<file path="config.mk">
export PLATFORM = sky130hd
export DESIGN_NAME = first_free_slot_table_core
export DESIGN_NICKNAME = d
export VERILOG_FILES = /design/src/rtl/fsft_pkg.sv /design/src/rtl/fsft_pick.sv /design/src/rtl/first_free_slot_table_core.sv
export SDC_FILE = /design/constraint.sdc
export NUM_CORES = 2
export LEC_CHECK = 0
export BUFFER_PORTS_ARGS = -buffer_cell sky130_fd_sc_hd__buf_2
export CORE_ASPECT_RATIO = 1.1
export CORE_MARGIN = 1
export CORE_UTILIZATION = 31
export DETAILED_ROUTE_END_ITERATION = 16
export PLACE_DENSITY = 0.53
export RECOVER_POWER = 25
export SYNTH_ARGS = -nofsm -noshare
export SYNTH_HDL_FRONTEND = slang
export SYNTH_SLANG_ARGS = --single-unit
</file>
<file path="constraint.sdc">
create_clock -name clock -period 4.69 [get_ports clock]
set_input_delay 0.7035 -clock clock [delete_from_list [all_inputs] [get_ports clock]]
set_output_delay 0.7035 -clock clock [all_outputs]
set_load 0.02 [all_outputs]
</file>
<file path="src/rtl/fsft_pkg.sv">
// Shared types and constants of the first free slot table.
package fsft_pkg;

   localparam int SLOTS_DEF      = 64;
   localparam int DATA_WIDTH_DEF = 32;
   localparam int CAP_RESET      = 64;

   typedef enum logic [1:0] {
      KIND_INSERT = 2'd0,
      KIND_REMOVE = 2'd1,
      KIND_GET    = 2'd2,
      KIND_CLEAR  = 2'd3
   } kind_type;

   typedef enum logic [1:0] {
      ST_OK    = 2'd0,
      ST_FULL  = 2'd1,
      ST_EMPTY = 2'd2
   } status_type;

   typedef struct packed {
      kind_type    kind;
      logic [5:0]  slot_index;
      logic [31:0] entry_data;
   } req_type;

   typedef struct packed {
      status_type  status;
      logic [5:0]  result_slot;
      logic [31:0] result_data;
      logic [6:0]  occupied_count;
   } rsp_type;

endpackage

</file>
<file path="src/rtl/fsft_pick.sv">
// Lowest free slot finder over the free mask.
module fsft_pick
   import fsft_pkg::*;
#(
   parameter int SLOTS = SLOTS_DEF
) (
   input  logic [SLOTS-1:0]         free_mask,
   output logic                     found,
   output logic [$clog2(SLOTS)-1:0] slot
);

   localparam int IW = $clog2(SLOTS);

   always_comb begin
      found = |free_mask;
      slot  = '0;
      for (int i = SLOTS - 1; i >= 0; i--) begin
         if (free_mask[i]) begin
            slot = IW'(i);
         end
      end
   end

endmodule

</file>
<file path="src/rtl/first_free_slot_table_core.sv">
// Top level of the first free slot table: valid marks, count, data memory, handshakes.
//
// A table of SLOTS data words, each with a valid mark, and a count of occupied slots.
// Each request item (insert, remove, get, clear) gives exactly one response item.
// Insert, clear and every error finish in the cycle of acceptance: the response is
// registered and shows the next cycle, so these run at one item per cycle while rsp_ready
// stays high. A successful remove or get reads the data memory through its registered
// read port, so the block waits in S_READ before taking the next request. The lowest
// free slot below the capacity is found by a priority encoder over the valid marks,
// which live in flip-flops and are cleared at once by reset and by a clear item. The
// data memory has no reset; only entries that were written are read. The capacity
// register (csr_data) saturates at SLOTS. The user must write it only while idle; not enforced.
module first_free_slot_table_core
   import fsft_pkg::*;
#(
   parameter int SLOTS      = SLOTS_DEF,
   parameter int DATA_WIDTH = DATA_WIDTH_DEF
) (
   input  logic       clock,
   input  logic       reset,
   input  logic       req_valid,
   output logic       req_ready,
   input  req_type    req_item,
   output logic       rsp_valid,
   input  logic       rsp_ready,
   output rsp_type    rsp_item,
   input  logic       csr_valid,
   output logic       csr_ready,
   input  logic [6:0] csr_data
);

   localparam int IW = $clog2(SLOTS);
   localparam int CW = $clog2(SLOTS + 1);
   localparam logic [CW-1:0] CAP_INIT = CW'((SLOTS < CAP_RESET) ? SLOTS : CAP_RESET);

   typedef enum logic [1:0] {
      S_IDLE = 2'b01,
      S_READ = 2'b10
   } state_type;

   // control state
   state_type       state_ff, state_in;
   logic [SLOTS-1:0] valid_ff, valid_in;
   logic [CW-1:0]   count_ff, count_in;
   logic [CW-1:0]   cap_ff, cap_in;
   logic            rsp_valid_ff, rsp_valid_in;
   // payload
   rsp_type         rsp_ff, rsp_in;

   // data memory
   logic [DATA_WIDTH-1:0] mem [SLOTS];
   logic [DATA_WIDTH-1:0] rd_data_ff;
   logic                  wr_en, rd_en;
   logic [IW-1:0]         wr_addr, rd_addr;

   logic            req_fire, rsp_fire;
   logic [SLOTS-1:0] free_mask;
   logic            free_found;
   logic [IW-1:0]   free_slot;
   logic            idx_in_range, hit, ins_ok;
   logic [CW-1:0]   count_dec;

   assign req_fire  = req_valid && req_ready;
   assign rsp_fire  = rsp_valid_ff && rsp_ready;
   assign req_ready = (state_ff == S_IDLE) && (!rsp_valid_ff || rsp_ready);
   assign rsp_valid = rsp_valid_ff;
   assign rsp_item  = rsp_ff;
   assign csr_ready = 1'b1;

   // capacity saturates at SLOTS
   always_comb begin
      cap_in = cap_ff;
      if (csr_valid) begin
         if (32'(csr_data) > 32'(SLOTS)) begin
            cap_in = CW'(SLOTS);
         end else begin
            cap_in = CW'(csr_data);
         end
      end
   end

   // free slots below the capacity
   always_comb begin
      for (int i = 0; i < SLOTS; i++) begin
         free_mask[i] = !valid_ff[i] && (CW'(i) < cap_ff);
      end
   end

   fsft_pick #(
      .SLOTS(SLOTS)
   ) u_pick (
      .free_mask(free_mask),
      .found    (free_found),
      .slot     (free_slot)
   );

   assign ins_ok       = free_found && (count_ff < cap_ff);
   assign idx_in_range = (CW + 6)'(req_item.slot_index) < (CW + 6)'(cap_ff);
   assign rd_addr      = IW'(req_item.slot_index);
   assign hit          = idx_in_range && valid_ff[rd_addr];
   assign count_dec    = (count_ff != '0) ? count_ff - 1'b1 : count_ff;
   assign wr_addr      = free_slot;

   always_comb begin
      state_in     = state_ff;
      valid_in     = valid_ff;
      count_in     = count_ff;
      rsp_in       = rsp_ff;
      rsp_valid_in = rsp_fire ? 1'b0 : rsp_valid_ff;
      wr_en        = 1'b0;
      rd_en        = 1'b0;
      unique case (state_ff)
         S_IDLE: begin
            if (req_fire) begin
               rsp_in.result_data = '0;
               unique case (req_item.kind)
                  KIND_INSERT: begin
                     rsp_valid_in = 1'b1;
                     if (ins_ok) begin
                        wr_en               = 1'b1;
                        valid_in[free_slot] = 1'b1;
                        count_in            = count_ff + 1'b1;
                        rsp_in.status       = ST_OK;
                        rsp_in.result_slot  = 6'(free_slot);
                     end else begin
                        rsp_in.status       = ST_FULL;
                        rsp_in.result_slot  = '0;
                     end
                  end
                  KIND_REMOVE, KIND_GET: begin
                     rsp_in.result_slot = req_item.slot_index;
                     if (hit) begin
                        // data comes from the memory next cycle; response held back
                        rd_en         = 1'b1;
                        rsp_valid_in  = 1'b0;
                        rsp_in.status = ST_OK;
                        state_in      = S_READ;
                        if (req_item.kind == KIND_REMOVE) begin
                           valid_in[rd_addr] = 1'b0;
                           count_in          = count_dec;
                        end
                     end else begin
                        rsp_valid_in  = 1'b1;
                        rsp_in.status = ST_EMPTY;
                     end
                  end
                  KIND_CLEAR: begin
                     rsp_valid_in       = 1'b1;
                     valid_in           = '0;
                     count_in           = '0;
                     rsp_in.status      = ST_OK;
                     rsp_in.result_slot = '0;
                  end
                  default: begin
                     rsp_valid_in = 1'b1;
                  end
               endcase
               rsp_in.occupied_count = 7'(count_in);
            end
         end
         S_READ: begin
            rsp_in.result_data = 32'(rd_data_ff);
            rsp_valid_in       = 1'b1;
            state_in           = S_IDLE;
         end
         default: begin
            state_in = S_IDLE;
         end
      endcase
   end

   always_ff @(posedge clock) begin
      if (reset) begin
         state_ff     <= S_IDLE;
         valid_ff     <= '0;
         count_ff     <= '0;
         cap_ff       <= CAP_INIT;
         rsp_valid_ff <= 1'b0;
      end else begin
         state_ff     <= state_in;
         valid_ff     <= valid_in;
         count_ff     <= count_in;
         cap_ff       <= cap_in;
         rsp_valid_ff <= rsp_valid_in;
      end
   end

   always_ff @(posedge clock) begin
      rsp_ff <= rsp_in;
   end

   // single write port, single registered read port
   always_ff @(posedge clock) begin
      if (wr_en) begin
         mem[wr_addr] <= DATA_WIDTH'(req_item.entry_data);
      end
      if (rd_en) begin
         rd_data_ff <= mem[rd_addr];
      end
   end

   // count always matches the number of valid marks
   a_count_matches: assert property (@(posedge clock) disable iff (reset)
      32'(count_ff) == 32'($countones(valid_ff)))
      else $error("occupancy count differs from valid marks");

   // while waiting on the memory the output register must be free
   a_read_out_free: assert property (@(posedge clock) disable iff (reset)
      (state_ff == S_READ) |-> !rsp_valid_ff)
      else $error("output register busy during memory read");

   // a memory read always yields its response in the next cycle
   a_read_then_rsp: assert property (@(posedge clock) disable iff (reset)
      (state_ff == S_READ) |=> (rsp_valid_ff && state_ff == S_IDLE))
      else $error("read response not delivered");

endmodule

</file>
==> results.md <==
* Worst-path clk slew at 70 ps
* Die H at roughly 550 um
* DIE AREA at between 200000 and 300000 sq um
* Hold buffers post-CTS at 0
* Final hold violations at 0
* Layout Nets at 5505
* Die X at a little under 500 um
* Syn Std Cell Area at about 83000 sq um
* FP Rows at about 200
* GR met1 Demand/Resource at 27.7%
* Yosys top cell area share at 76.7%
* Post-synth EDFFs at roughly 2100
* Max IR drop VDD at ~0.33 mV
* Setup bufs post-CTS at 0
* Register bit total from synthesis at 2208
* Share of post-route cells with drive strength above 1 at roughly 17%
* Final Max Slew Viols at 1084
* Final cell count without fillers at between 9000 and 10000
* CP max stage delay at approximately 910 ps
* Setup_tns at 0 ps
* Hold slack at roughly 110 ps
* Clk root buf: clkbuf_16
* Final setup vio count at 0
* WP data required at roughly 5400 ps
* Core box area at roughly 270000 sq um
* GRT busiest layer: met2
* Post-Route WL at approximately 270000 um
* Via/cell ratio at approximately 5.7
* Area occupied by multi-input gates at around 17000 sq um
* Outcome: finished with violations
* HPWL after DPL at about 170000 um
* Total power at ~41 mW
* Failing checks: max-capacitance violations, max-slew violations
* CP max FO at 13
* Pwr dens at roughly 400 nW/um^2
* CP max-delay cell: nor4_1
* Syn nets at a little over 5000
* Synthesis-to-layout area growth at 19.2%
* Seq/Total Area, Yosys at between 70% and 80%
* Initial antenna violation count at 20
* RSZ-0062 raised after global routing: false
* Ys Warns at 0
* CTS tree: done
* Kind of critical path: reg -> reg
* Post-route ant nets at 0
* Global-route usage over all layers at roughly 20%
* Drt pass-1 iters at 7
* Worst rel slew slack at -126%
* Avg Cell Area, Syn at 16.7 sq um
* P_leak at between 30 and 40 nW
* DRC at 0
* Clock sink count at 2208
* Max cap viols at 22
* DR iter-0 viols at between 5000 and 6000
* Input/output buffers at 100
* Boundary Pins at approximately 100
* Vias at 51665
* # placed instances at between 8000 and 9000
* Setup slack at placement at 359 ps
* Reg area at ~65000 sq um
* Largest net degree at the start of global routing at between 60 and 70
* Fmax at roughly 230 MHz
* Met3 GRT Util at about 3.1%
* Met2 usage at 31.7%
* Setup slack after layout at 264 ps
* Worst slew pin tran at approximately 3400 ps
* Initial Utilization at 31.2%
* Via count of the first global-routing pass at 50020
* Most common flop cell mapped by yosys: edfxtp_1
* Drt wl/cell at around 30 um
* Min Tclk post-route at 4430 ps
* Asr flop ratio synth at 0%
* Critical path data arrival time at just over 5000 ps
* GPL Wtd Cong at 0.935
* Cts repair resizes at 0
* Clk buf depth at 4
* Synthesized instance count at around 5000
* Clk_skew at 78.8 ps
* FILL cells at around 25000
* Startpoint types: register
* Final Cycle Share at a little over nine tenths
* CTS Buf Count at between 200 and 250
* Clock Latency Late Sink at slightly below 900 ps
* Worst min path class: in -> reg
* Global-route wire length before repair at 386000 um
* Clock H-tree levels at 4
* Overflow left after global routing at 0
* Post-synth top area cell: edfxtp_1
* Crit-path cells: buf_4, inv_1, buf_4, ha_1, a21o_1, a21o_1, a21oi_1, o21ai_0, a32oi_1, o221ai_4, nor4_1, nand4_1, a221oi_2
* Area contributors post-synth: edfxtp_1, a22oi_1, a221oi_1
* Delay-heaviest family, CP: compound AO/OA/AOI/OAI gates
* Crit path capture type: register
* Post-synth cell types at 90
* Buf/Inv on CP at 3
## synthesized netlist by cell type, types with 6 or more instances
cell type / count
clkbuf_1: 268
nor2b_1: 20
nor3b_1: 6
a22o_1: 211
dfxtp_1: 81
o21a_1: 12
o31ai_1: 11
ha_1: 20
buf_2: 16
nand2b_1: 22
a21oi_1: 235
o21ai_0: 70
o22ai_1: 13
inv_1: 34
nor3_1: 45
a31oi_1: 187
edfxtp_1: 2127
buf_1: 54
nor4_1: 23
a221oi_1: 217
nor2_1: 134
nand3_1: 97
a22oi_1: 613
mux2i_1: 10
o211ai_1: 16
or3_1: 8
a21o_1: 10
o21ai_1: 20
o41ai_1: 6
nand4_1: 75
and3_1: 20
and2_1: 47
a211oi_1: 32
nand2_1: 100
## state kept, by name, summed over array words and instances (netlist names)
| name | flops |
|---|---|
| mem | 2048 |
| valid_ff | 64 |
| rsp_item | 47 |
| rd_data_ff | 32 |
| cap_ff | 7 |
| count_ff | 7 |
| state_ff | 2 |
| rsp_valid | 1 |
## placed cells by master (no fill, tap or decap), drive strengths merged, types with 7 or more instances in the layout
cell	n
edfxtp	2127
a22oi	613
buf	549
clkbuf	297
a21oi	235
a221oi	221
a22o	211
a31oi	188
nor2	134
clkinv	106
nand2	101
nand3	97
o21ai	90
dfxtp	81
nand4	75
nor3	49
and2	47
inv	37
a211oi	32
nor4	24
nand2b	22
nor2b	20
ha	20
and3	20
o211ai	16
bufinv	15
o22ai	13
o21a	12
o31ai	11
diode	10
a21o	10
mux2i	10
or3	8
nor3b	7
## layer usage
layer / routed length [um] / vias up
met1: 116000 / 27044
li1: - / 21779
met5: 50 / -
met4: 7230 / 8
met2: 129000 / 2415
met3: 21300 / 419
## worst min-delay path: stages
cell and delay [ps]:
buf_2 70, a2bb2oi_1 50, nor2_1 70
## area by class of cell
cell class / count / share of cell area (%)
sequential: 2208 / 66.0
timing repair buffer: 581 / 5.72
clock inverter: 125 / 1.00
multi-input combinational: 2388 / 17.0
tap: 3517 / 4.43
antenna: 10 / 0.0252
inverter: 38 / 0.144
clock buffer: 265 / 5.67
## where the power goes
part	leakage [nW]	internal (mW)	switching, mW
Sequential	19.8	21.7	0.0278
Clock	3.24	9.31	7.36
Combinational	7.41	0.605	1.60
## final timing paths
| check | start | endpoint | slack (ps) | depth (start not counted) |
|---|---|---|---|---|
| setup / recovery | cap_ff[1] | valid_ff[34] | 260 | 13 |
| setup reg to reg | cap_ff[1] | valid_ff[34] | 260 | 13 |
| hold reg to reg | state_ff[1] | state_ff[1] | 480 | 2 |
| hold / removal | csr_data[0] | cap_ff[0] | 110 | 3 |
## kinds of logic (layout without fill, tap and decap cells)
family          Yosys count  after routing  synth area share, %
compound gates         1711           1711                 15.0
xor+xnor                  3              3               0.0316
fa+ha+maj                23             23                0.336
buf+inv                 379           1009                 1.75
flops                  2208           2208                 78.6
mux                      19             19                0.296
other cells               1             11              0.00450
simple gates            631            631                 3.96
## per-stage QoR
stage | util [%] | instance area [sq um]
6_report | 37.2 | 99300
5_1_grt | 37.2 | 99300
4_1_cts | 37.2 | 99300
3_5_place_dp | 34.7 | 92700
3_3_place_gp | 34.7 | 92700
2_1_floorplan | - | 83300
Note: power is estimated with default switching activity, not from simulation.
